## config.mk

```make
export PLATFORM = sky130hd
export DESIGN_NAME = priority_process_scheduler
export DESIGN_NICKNAME = d
export VERILOG_FILES = /design/src/rtl/core/pps_pkg.sv /design/src/rtl/core/priority_process_scheduler.sv /design/src/rtl/core/pps_cell.sv
export VERILOG_INCLUDE_DIRS = /design/src /design/src/rtl/core
export SDC_FILE = /design/constraint.sdc
export NUM_CORES = 2
export LEC_CHECK = 0
export CAP_MARGIN = 30
export CORE_ASPECT_RATIO = 1.75
export CORE_MARGIN = 2
export CORE_UTILIZATION = 60
export CTS_CLUSTER_DIAMETER = 200
export DETAILED_ROUTE_END_ITERATION = 12
export DONT_BUFFER_PORTS = 1
export PLACE_DENSITY = 0.73
export SETUP_SLACK_MARGIN = 0.4
export SKIP_LAST_GASP = 1
export SYNTH_ARGS = -nofsm -noshare
export SYNTH_HDL_FRONTEND = slang
export SYNTH_SLANG_ARGS = --single-unit
```

## constraint.sdc

```tcl
create_clock -name clk -period 6.5 [get_ports clk]
set_input_delay 0.65 -clock clk [delete_from_list [all_inputs] [get_ports clk]]
set_output_delay 0.65 -clock clk [all_outputs]
set_load 0.01 [all_outputs]
```

## src/rtl/core/priority_process_scheduler_macros.svh

```systemverilog
// assertion macros for the priority process scheduler
// expects signals named clk and rst_n in the including module
`ifndef PRIORITY_PROCESS_SCHEDULER_MACROS_SVH
`define PRIORITY_PROCESS_SCHEDULER_MACROS_SVH

// same-cycle implication
`define PPS_ASSERT_NOW(label, ante, cons) \
    label: assert property (@(posedge clk) disable iff (!rst_n) (ante) |-> (cons)) \
        else $error("pps assertion failed");

// next-cycle implication
`define PPS_ASSERT_NEXT(label, ante, cons) \
    label: assert property (@(posedge clk) disable iff (!rst_n) (ante) |=> (cons)) \
        else $error("pps assertion failed");

`endif

```

## src/rtl/core/pps_pkg.sv

```systemverilog
// shared constants and types for the priority process scheduler
// no dependencies
package pps_pkg;

    localparam int NUM_SLOTS = 16;
    localparam int SLOT_W    = $clog2(NUM_SLOTS);
    localparam int TIME_W    = 32;
    localparam int IN_SLOT_W = 4;
    localparam int PRIO_W    = 8;
    localparam int WORK_W    = 16;
    localparam int WAIT_W    = 32;
    localparam int OUT_W     = 32;

    // candidate handed from cell to cell during a scan
    typedef struct packed {
        logic              found;
        logic [PRIO_W-1:0] prio;
        logic [SLOT_W-1:0] idx;
    } cand_t;

    // broadcast command to every cell
    typedef struct packed {
        logic              wr_en;
        logic [SLOT_W-1:0] wr_slot;
        logic [PRIO_W-1:0] wr_prio;
        logic [WORK_W-1:0] wr_burst;
        logic              run_en;
        logic [SLOT_W-1:0] cur_slot;
    } cell_cmd_t;

    // status of the current slot, zero from every other cell
    typedef struct packed {
        logic              live;
        logic              last;
        logic [WAIT_W-1:0] wait_cnt;
        logic [WORK_W-1:0] burst;
    } cell_stat_t;

endpackage

```

## src/rtl/core/priority_process_scheduler.sv

```systemverilog
// Priority process scheduler over a row of process-slot cells. An arrival (tuser 0)
// loads a slot; a tick (tuser 1) runs the current process for one time unit and
// returns one result transaction. When no live process is current at a tick, or an
// arrival comes while preemption is on, a candidate travels down the row one cell
// per clock and is then latched as the current process. An arrival returns no
// result. Input is taken again as soon as the result is in the output register,
// even if it has not yet been taken downstream.
// depends on pps_pkg, pps_cell and priority_process_scheduler_macros.svh
`include "priority_process_scheduler_macros.svh"

module priority_process_scheduler
(
    input  logic         clk,
    input  logic         rst_n,
    input  logic         cfg_wr_en,
    input  logic         cfg_wr_data,   // preempt_mode
    input  logic         s_tvalid,
    output logic         s_tready,
    input  logic [31:0]  s_tdata,       // slot[3:0], priority_req[11:4], burst_length[27:12], zero
    input  logic [0:0]   s_tuser,       // func
    output logic         m_tvalid,
    input  logic         m_tready,
    output logic [103:0] m_tdata,       // running_slot[3:0], finish_time[35:4], waited[67:36],
                                        // turnaround[99:68], zero
    output logic [1:0]   m_tuser        // ran, completed
);

    localparam logic [2:0] ST_IDLE = 3'd0;
    localparam logic [2:0] ST_SCAN = 3'd1;
    localparam logic [2:0] ST_PICK = 3'd2;
    localparam logic [2:0] ST_RUN  = 3'd3;
    localparam logic [2:0] ST_PUSH = 3'd4;

    localparam logic FUNC_ARRIVE = 1'b0;
    localparam logic FUNC_TICK   = 1'b1;

    typedef struct packed {
        logic                          ran;
        logic                          completed;
        logic [pps_pkg::IN_SLOT_W-1:0] slot;
        logic [pps_pkg::OUT_W-1:0]     fin;
        logic [pps_pkg::OUT_W-1:0]     waited;
        logic [pps_pkg::OUT_W-1:0]     ta;
    } res_t;

    logic [2:0]                     state_reg, state_next;
    logic [pps_pkg::SLOT_W-1:0]     scan_cnt_reg, scan_cnt_next;
    logic                           is_tick_reg, is_tick_next;
    logic                           preempt_reg;
    logic [pps_pkg::SLOT_W-1:0]     cur_slot_reg, cur_slot_next;
    logic                           cur_valid_reg, cur_valid_next;
    logic [pps_pkg::TIME_W-1:0]     time_reg, time_next;
    res_t                           res_reg, res_next;
    logic                           m_tvalid_reg, m_tvalid_next;
    res_t                           out_reg, out_next;

    pps_pkg::cell_cmd_t             cmd;
    pps_pkg::cand_t                 cand [pps_pkg::NUM_SLOTS+1];
    pps_pkg::cell_stat_t            stat [pps_pkg::NUM_SLOTS];
    pps_pkg::cell_stat_t            cur_bus;

    logic                           in_fire;
    logic                           arrive_ok;
    logic                           out_free;
    logic [pps_pkg::IN_SLOT_W-1:0]  in_slot;
    logic [pps_pkg::TIME_W-1:0]     time_inc;
    logic [pps_pkg::WAIT_W:0]       ta_sum;

    assign s_tready  = (state_reg == ST_IDLE);
    assign in_fire   = s_tvalid && s_tready;
    assign in_slot   = s_tdata[3:0];
    assign arrive_ok = (32'(in_slot) < pps_pkg::NUM_SLOTS);
    assign out_free  = !m_tvalid_reg || m_tready;

    assign cmd.wr_en    = in_fire && (s_tuser[0] == FUNC_ARRIVE) && arrive_ok;
    assign cmd.wr_slot  = pps_pkg::SLOT_W'(in_slot);
    assign cmd.wr_prio  = s_tdata[11:4];
    assign cmd.wr_burst = s_tdata[27:12];
    assign cmd.run_en   = (state_reg == ST_RUN) && cur_valid_reg;
    assign cmd.cur_slot = cur_slot_reg;

    assign cand[0] = '0;

    genvar gi;
    generate
        for (gi = 0; gi < pps_pkg::NUM_SLOTS; gi++)
        begin : g_cell
            pps_cell u_cell
            (
                .clk      (clk),
                .rst_n    (rst_n),
                .idx      (pps_pkg::SLOT_W'(gi)),
                .cmd      (cmd),
                .cand_in  (cand[gi]),
                .cand_out (cand[gi+1]),
                .stat     (stat[gi])
            );
        end
    endgenerate

    always_comb
    begin
        cur_bus = '0;
        for (int i = 0; i < pps_pkg::NUM_SLOTS; i++)
        begin
            cur_bus = cur_bus | stat[i];
        end
    end

    assign time_inc = (time_reg != '1) ? time_reg + 1'b1 : time_reg;
    assign ta_sum   = {1'b0, cur_bus.wait_cnt} + (pps_pkg::WAIT_W+1)'(cur_bus.burst);

    always_comb
    begin
        state_next     = state_reg;
        scan_cnt_next  = scan_cnt_reg;
        is_tick_next   = is_tick_reg;
        cur_slot_next  = cur_slot_reg;
        cur_valid_next = cur_valid_reg;
        time_next      = time_reg;
        res_next       = res_reg;
        m_tvalid_next  = m_tvalid_reg && !m_tready;
        out_next       = out_reg;
        case (state_reg)
            ST_IDLE:
            begin
                if (in_fire)
                begin
                    scan_cnt_next = '0;
                    if (s_tuser[0] == FUNC_TICK)
                    begin
                        is_tick_next = 1'b1;
                        state_next   = (cur_valid_reg && cur_bus.live) ? ST_RUN : ST_SCAN;
                    end
                    else
                    begin
                        is_tick_next = 1'b0;
                        if (arrive_ok && preempt_reg)
                        begin
                            state_next = ST_SCAN;
                        end
                    end
                end
            end
            ST_SCAN:
            begin
                scan_cnt_next = scan_cnt_reg + 1'b1;
                if (scan_cnt_reg == pps_pkg::SLOT_W'(pps_pkg::NUM_SLOTS - 1))
                begin
                    state_next = ST_PICK;
                end
            end
            ST_PICK:
            begin
                cur_valid_next = cand[pps_pkg::NUM_SLOTS].found;
                cur_slot_next  = cand[pps_pkg::NUM_SLOTS].found ?
                                 cand[pps_pkg::NUM_SLOTS].idx : '0;
                state_next     = is_tick_reg ? ST_RUN : ST_IDLE;
            end
            ST_RUN:
            begin
                time_next = time_inc;
                res_next  = '0;
                if (cur_valid_reg)
                begin
                    res_next.ran  = 1'b1;
                    res_next.slot = pps_pkg::IN_SLOT_W'(cur_slot_reg);
                    if (cur_bus.last)
                    begin
                        res_next.completed = 1'b1;
                        res_next.waited    = pps_pkg::OUT_W'(cur_bus.wait_cnt);
                        res_next.ta        = ta_sum[pps_pkg::WAIT_W] ? '1 :
                                             pps_pkg::OUT_W'(ta_sum);
                        if ({{pps_pkg::OUT_W{1'b0}}, time_inc} >
                            {{pps_pkg::TIME_W{1'b0}}, {pps_pkg::OUT_W{1'b1}}})
                        begin
                            res_next.fin = '1;
                        end
                        else
                        begin
                            res_next.fin = pps_pkg::OUT_W'(time_inc);
                        end
                        cur_valid_next = 1'b0;
                    end
                end
                state_next = ST_PUSH;
            end
            ST_PUSH:
            begin
                if (out_free)
                begin
                    out_next      = res_reg;
                    m_tvalid_next = 1'b1;
                    state_next    = ST_IDLE;
                end
            end
            default:
            begin
                state_next = ST_IDLE;
            end
        endcase
    end

    always_ff @(posedge clk or negedge rst_n)
    begin
        if (!rst_n)
        begin
            state_reg     <= ST_IDLE;
            scan_cnt_reg  <= '0;
            is_tick_reg   <= 1'b0;
            preempt_reg   <= 1'b1;
            cur_slot_reg  <= '0;
            cur_valid_reg <= 1'b0;
            time_reg      <= '0;
            m_tvalid_reg  <= 1'b0;
        end
        else
        begin
            state_reg     <= state_next;
            scan_cnt_reg  <= scan_cnt_next;
            is_tick_reg   <= is_tick_next;
            cur_slot_reg  <= cur_slot_next;
            cur_valid_reg <= cur_valid_next;
            time_reg      <= time_next;
            m_tvalid_reg  <= m_tvalid_next;
            if (cfg_wr_en)
            begin
                preempt_reg <= cfg_wr_data;
            end
        end
    end

    always_ff @(posedge clk)
    begin
        res_reg <= res_next;
        out_reg <= out_next;
    end

    assign m_tvalid = m_tvalid_reg;
    assign m_tuser  = {out_reg.completed, out_reg.ran};
    assign m_tdata  = {4'b0000, out_reg.ta, out_reg.waited, out_reg.fin, out_reg.slot};

    `PPS_ASSERT_NOW(a_completed_ran, m_tvalid && m_tuser[1], m_tuser[0])
    `PPS_ASSERT_NOW(a_idle_tick_zero, m_tvalid && !m_tuser[0], m_tdata == '0)
    `PPS_ASSERT_NEXT(a_done_clears_cur, (state_reg == ST_RUN) && cur_valid_reg && cur_bus.last, !cur_valid_reg)
    `PPS_ASSERT_NEXT(a_push_delivers, (state_reg == ST_PUSH) && out_free, m_tvalid && (state_reg == ST_IDLE))

endmodule

```

## src/rtl/core/pps_cell.sv

```systemverilog
// one process slot of the scheduler row with its share of the priority scan
// depends on pps_pkg
module pps_cell
(
    input  logic                            clk,
    input  logic                            rst_n,
    input  logic [pps_pkg::SLOT_W-1:0]      idx,
    input  pps_pkg::cell_cmd_t              cmd,
    input  pps_pkg::cand_t                  cand_in,
    output pps_pkg::cand_t                  cand_out,
    output pps_pkg::cell_stat_t             stat
);

    logic                          valid_reg;
    logic [pps_pkg::PRIO_W-1:0]    prio_reg;
    logic [pps_pkg::WORK_W-1:0]    rem_reg;
    logic [pps_pkg::WORK_W-1:0]    burst_reg;
    logic [pps_pkg::WAIT_W-1:0]    wait_reg;
    pps_pkg::cand_t                cand_reg;
    pps_pkg::cand_t                cand_next;
    logic                          live;
    logic                          is_cur;
    logic                          wr_hit;

    assign live   = valid_reg && (rem_reg != '0);
    assign is_cur = (cmd.cur_slot == idx);
    assign wr_hit = cmd.wr_en && (cmd.wr_slot == idx);

    always_ff @(posedge clk or negedge rst_n)
    begin
        if (!rst_n)
        begin
            valid_reg <= 1'b0;
            cand_reg  <= '0;
        end
        else
        begin
            if (wr_hit)
            begin
                valid_reg <= 1'b1;
            end
            cand_reg <= cand_next;
        end
    end

    always_ff @(posedge clk)
    begin
        if (wr_hit)
        begin
            prio_reg  <= cmd.wr_prio;
            rem_reg   <= cmd.wr_burst;
            burst_reg <= cmd.wr_burst;
            wait_reg  <= '0;
        end
        else if (cmd.run_en)
        begin
            if (is_cur)
            begin
                rem_reg <= rem_reg - 1'b1;
            end
            else if (live && (wait_reg != '1))
            begin
                wait_reg <= wait_reg + 1'b1;
            end
        end
    end

    // later cells replace the candidate only on strictly higher priority
    always_comb
    begin
        cand_next = cand_in;
        if (live && (!cand_in.found || (prio_reg > cand_in.prio)))
        begin
            cand_next.found = 1'b1;
            cand_next.prio  = prio_reg;
            cand_next.idx   = idx;
        end
    end

    assign cand_out = cand_reg;

    always_comb
    begin
        stat = '0;
        if (is_cur)
        begin
            stat.live     = live;
            stat.last     = valid_reg && (rem_reg == pps_pkg::WORK_W'(1));
            stat.wait_cnt = wait_reg;
            stat.burst    = burst_reg;
        end
    end

endmodule
```

After elaboration in Yosys (flattened, before gate mapping):

Cells that the tools add are included.
Widths: inputs -> output; s select.

* register bits after elaboration: 1619
* bits of input ports: 39
* output and inout port bits: 108

* add/sub/neg operators: 35
* magnitude comparators: 15
* eq/ne operators: 72
* muxes and demuxes: 102
* bitwise operators: 32
* reductions and logical operators: 207

Operator list (count)
* $mux 50: 16
* $mux 16: 48
* $or 50x50->50: 15
* $add 32x1->32 const B: 17
* $ne 32x32->1 const B: 17
* $eq 16x1->1 const B: 16
* $reduce_bool 16->1: 16
* $sub 16x1->16 const B: 16
* $mux 13: 16
* $gt 8x8->1: 15
* $mux 102: 1
* $mux 96: 1
* $logic_and 1x1->1: 84
* $eq 4x4->1 const B: 17
* $reduce_bool 2->1: 34
* $mux 32: 2
* $reduce_and 3->1: 16
* $reduce_and 2->1: 20
* $add 32x16->33: 1
* $eq 4x3->1 const B: 8
* $logic_not 1->1: 17
* $not 1->1: 17
* $eq 4x2->1 const B: 4
* $logic_or 1x1->1: 16
* 18 further kinds: 33

Depth between registers and ports, before layout:

* word-level depth: 23
* depth in mapped cells: 21
* mapped depth without buffers: 18

Modules after synthesis:

From an unflattened synthesis, not the netlist that was laid out.

* cells, all modules: 8477
* area, all modules: 88333.5 um^2

By module, submodules not included
* pps_cell: instances 16, cells an instance 466, area an instance 4765.8 um^2
* priority_process_scheduler: instances 1, cells an instance 1021, area an instance 12080.3 um^2

Least setup slack after synthesis:

OpenSTA, ideal clock, no wires.

* path type: reg-to-reg
* from: register cur_slot_reg[3] (netlist name)
* to: register res_reg[24] (netlist name) (data pin)
* arrival: 4515 ps
* required time: 6234 ps
* setup slack: 1719 ps
* stages on the path, launching flop included: 21
* path buffers: 4
* path through: dfrtp_1 or2_2 clkbuf_1 nor3_1 clkbuf_1 clkbuf_1 buf_1 a221oi_1 nand4_1 ha_1 inv_1 fa_1 nor2b_1 o31a_1 o21ai_0 a21oi_1 a211o_1 nor3b_1 and3_1 mux2i_1 nor2_1

* word-level cells in the longest chain between the ends: 19
* elaborated cells on any way between the ends: 50
* classes of those cells: add/sub (1); eq/ne (15); mux (17); bitwise (15); reduce/logical (2)

Ends and longest elaborated chain
* start, declared: line priority_process_scheduler.sv:50 `logic [pps_pkg::SLOT_W-1:0] cur_slot_reg, cur_slot_next;`
* start signal, assigned: line priority_process_scheduler.sv:222 `cur_slot_reg <= cur_slot_next;`
* $eq 4x1->1 / $logic_not 4->1 (equally long branches): line pps_cell.sv:26 `assign is_cur = (cmd.cur_slot == idx);`
* $mux 50: line pps_cell.sv:85 `if (is_cur)`
* $or 50x50->50 (14 in a row): line priority_process_scheduler.sv:106 `cur_bus = cur_bus | stat[i];`
* $or 50x50->50 (*): line priority_process_scheduler.sv:106
* $add 32x16->33: line priority_process_scheduler.sv:111 `assign ta_sum = {1'b0, cur_bus.wait_cnt} + (pps_pkg::WAIT_W+1)'(cur_bus.burst);`
* $mux 32: line priority_process_scheduler.sv:172 `res_next.ta = ta_sum[pps_pkg::WAIT_W] ? '1 :`
* end signal, assigned: line priority_process_scheduler.sv:235 `res_reg <= res_next;`
* end, declared: line priority_process_scheduler.sv:53 `res_t res_reg, res_next;`

Every way passes the cells marked *; elsewhere a longest branch is shown, timed or not.
A chain may end at the register's enable or synchronous reset.

==> impl_metrics.tcl <==
set metrics [dict create \
    slew-limit-headroom_pct 19.18 \
    cts_buffer_depth 3 \
    synth_edf_count 844 \
    grt_pass1_wl_um 360300 \
    finalSetupTns_ps 0 \
    crit_path_max_fanout 24 \
    antenna_found_initial 28 \
    p_int_mw 23.43 \
    swShare_pct 39.78 \
    fp.dieH_um 471.5 \
    clkLatencyLatePin_ps 800 \
    drt_iter0_markers 6424 \
    hold_viol 247 \
    violations "negative hold slack" \
    yosys_warnings 0 \
    tightest_slew_ps 1212 \
    ys_seq_area_share_pct 55.78 \
    drc 0 \
    clock_skew_ps 35.87 \
    p_leak_nw 29.65 \
    ys_types 110 \
    num_io_pins 147 \
    grt_pass1_vias 54900 \
    synthFlopType "edfxtp_1" \
    p_comb_share_pct 33.9 \
    wl_per_cell_um 28.50 \
    yosysTopAreaCellShare_pct 33.82 \
    placedCellCount 8448 \
    cp-end-kind "flop" \
    hold_ws_ps -438.1 \
    worst_path_largest_cell_delay_ps 760 \
    seqPwrFrac_pct 42.0 \
    grt_max_degree 249 \
    cts_tree "built" \
    gp_congestion 1.053 \
    period_share_pct 91.81 \
    nNetsFinal 7214 \
    ir_worst_vdd_uv 315.4 \
    synth_area_leaders "edfxtp_1 34%, dfxtp_1 14%, dfrtp_1 8.2%" \
    arrival_ps 6460 \
    numCtsBuffers 145 \
    initial_core_util_pct 60.39 \
    root_buffer "clkbuf_16" \
    syn_area_mm2 0.07494 \
    drv_slew 0 \
    p_per_area_mw_per_mm2 471.2 \
    htree_num_levels 4 \
    rows 171 \
    setup_violations 0 \
    cp_cell_sequence "and4b_2 -> a22o_1 -> a221oi_1 -> nand3_1 -> nor2_1 -> inv_1 -> ha_1 -> a211oi_1 -> nor2_1 -> o31a_1 -> a221oi_2 -> nor2b_1 -> a311o_1 -> nand3_1 -> xor2_1 -> a21oi_1" \
    grt_usage_pct 38.74 \
    dp_hpwl_um 175100 \
    critPathSlowestCell "dfrtp_2" \
    synth_top_area_cell "edfxtp_1" \
    path_clk_slew_ps 70 \
    layout.cells.non_filler 8771 \
    pwr-share-clk_pct 24.0 \
    avgViaCountPerCell 6.498 \
    outcome "complete, but fails checks" \
    period_needed_ps 5967 \
    max_cap_viol_count 0 \
    drive_above_1_share_pct 8.849 \
    cts_setup_buffers 0 \
    die_w_um 271.2 \
    ys_seq_elements 1604 \
    holdBufCountCts 26 \
    areaGrowthSynthToFinish_pct 10.18 \
    postSynthCellCount 6984 \
    port_buffers 0 \
    vias 56990 \
    drt_pre_antenna_iters 6 \
    synth.avg_cell_area_um2 10.73 \
    grt_overflow 0 \
    path_class "flop to flop" \
    wl_um 250000 \
    largest_reg_flops 512 \
    start_kind "flop" \
    clock_sinks 1604 \
    rsz0062_at_grt "no" \
    core-area_mm2 0.1241 \
    fmax_mhz 167.6 \
    synth-async-reset-ratio_pct 15.46 \
    ant_nets 0 \
    hp-class "input pin to async pin" \
    dieArea_mm2 0.1279 \
    required_ps 7000 \
    power_switching_mw 15.48 \
]
worst paths after layout:
check	startpoint	to	slack [ps]	cells past startpoint
worst max-delay path	cur_slot_reg[3]	res_reg[25]	530	16
worst min-delay path	rst_n	g_cell[5].u_cell.cand_out[2]	-440	0
worst max register to register	cur_slot_reg[3]	res_reg[25]	530	16
worst min register to register	res_reg[99]	m_tdata[3]	410	0
max in group asynchronous	rst_n	time_reg[17]	6260	0
min in group clk	s_tuser	is_tick_reg	30	1
power groups by stage:
stage          combinational, mW  clock (mW)  sequential [mW]
2_1_floorplan               8.70           0             14.7
3_3_place_gp                12.2           0             16.2
3_5_place_dp                12.5           0             16.3
4_1_cts                     12.7        9.40             16.1
5_1_grt                     14.1        9.79             16.4
6_report                    13.2        9.36             16.3
cell usage after synthesis (106+ instances only):
master / number
edfxtp_1: 844
xnor2_1: 342
a221oi_1: 107
inv_1: 241
nand3_1: 264
and3_1: 112
nand4_1: 174
dfxtp_1: 512
ha_1: 186
a21oi_1: 221
nor3_1: 133
mux2_2: 135
o21ai_0: 405
nor2_1: 724
xor2_1: 339
dfrtp_1: 247
a22o_1: 106
nand2_1: 626
clkbuf_1: 218
cells by family (layout without fill, tap and decap cells):
group / after synthesis / after routing / share of synthesized area [%]
muxes: 186 / 186 / 2.793
buffers and inverters: 550 / 671 / 3.005
DFF: 1604 / 1604 / 55.78
xor gates and xnor gates: 681 / 681 / 7.959
and+or+nand+nor: 2633 / 2633 / 17.43
adders and majority gates: 187 / 187 / 3.132
AOI/OAI and AO/OA: 1142 / 1142 / 9.891
other: 1 / 24 / 0.005004
cells in the final DEF, fill, tap and decap left out, drive strengths merged, types with 20 or more instances in the layout:
master	instances
a21o	34
a21oi	221
a221oi	107
a22o	106
a22oi	93
a31oi	23
and2	59
and3	114
and4	69
buf	130
bufinv	20
clkbuf	196
clkinv	44
dfrtp	247
dfxtp	512
diode	20
dlygate4sd3	26
edfxtp	844
ha	186
inv	250
mux2	135
mux2i	46
nand2	626
nand2b	69
nand3	265
nand4	176
nor2	724
nor2b	85
nor3	135
nor4	93
o21ai	406
o22ai	20
or2	35
or3	97
or4	25
xnor2	342
xor2	339
critical path: cells and delay by family, from the launching register on:
| kind | cells | cell delay [ps] |
|---|---|---|
| compound gates | 7 | 2590 |
| xor+xnor | 1 | 160 |
| simple gates | 6 | 1700 |
| buf+inv | 1 | 110 |
| fa+ha+maj | 1 | 330 |
| flops | 1 | 760 |
per-stage QoR:
stage | setup slack (ps) | power [mW] | area [um2] | util [%] | hold slack [ps]
2_1_floorplan | 1719 | 23.35 | 74950 | - | 354.4
3_3_place_gp | 688.2 | 28.44 | 76730 | 61.83 | 365.0
3_5_place_dp | 639.4 | 28.81 | 76940 | 62.00 | 363.0
4_1_cts | 556.3 | 38.24 | 82380 | 66.38 | -469.2
5_1_grt | 443.1 | 40.33 | 82520 | 66.50 | -468.6
6_report | 532.6 | 38.90 | 82570 | 66.53 | -438.1
metal layers:
| layer | global-route usage, % | share of wire [%] | routed length, um | vias to the layer above |
|---|---|---|---|---|
| met5 | 0 | 0.076 | 189 | - |
| met4 | 33.75 | 10 | 26130 | 28 |
| met3 | 10.14 | 9.1 | 22630 | 997 |
| met2 | 62.53 | 47 | 116700 | 2906 |
| met1 | 42.21 | 34 | 84350 | 27830 |
| li1 | - | - | - | 25240 |
layout make-up:
class	instances	area [um2]
Clock inverter	74	982.2
Tap cell	1643	2056
Clock buffer	193	4200
Inverter	245	927.1
Sequential cell	1604	41810
Timing Repair Buffer	159	1479
Antenna cell	20	50.05
Fill cell	9439	41530
Multi-Input combinational cell	4833	31060
repair_timing:
action | 4_1_cts | 5_1_grt
endpoints found under the setup margin | 0 | 8
hold endpoints to repair | 633 | 248
gates resized for setup | 0 | 1
Note: power is estimated with default switching activity, not from simulation.
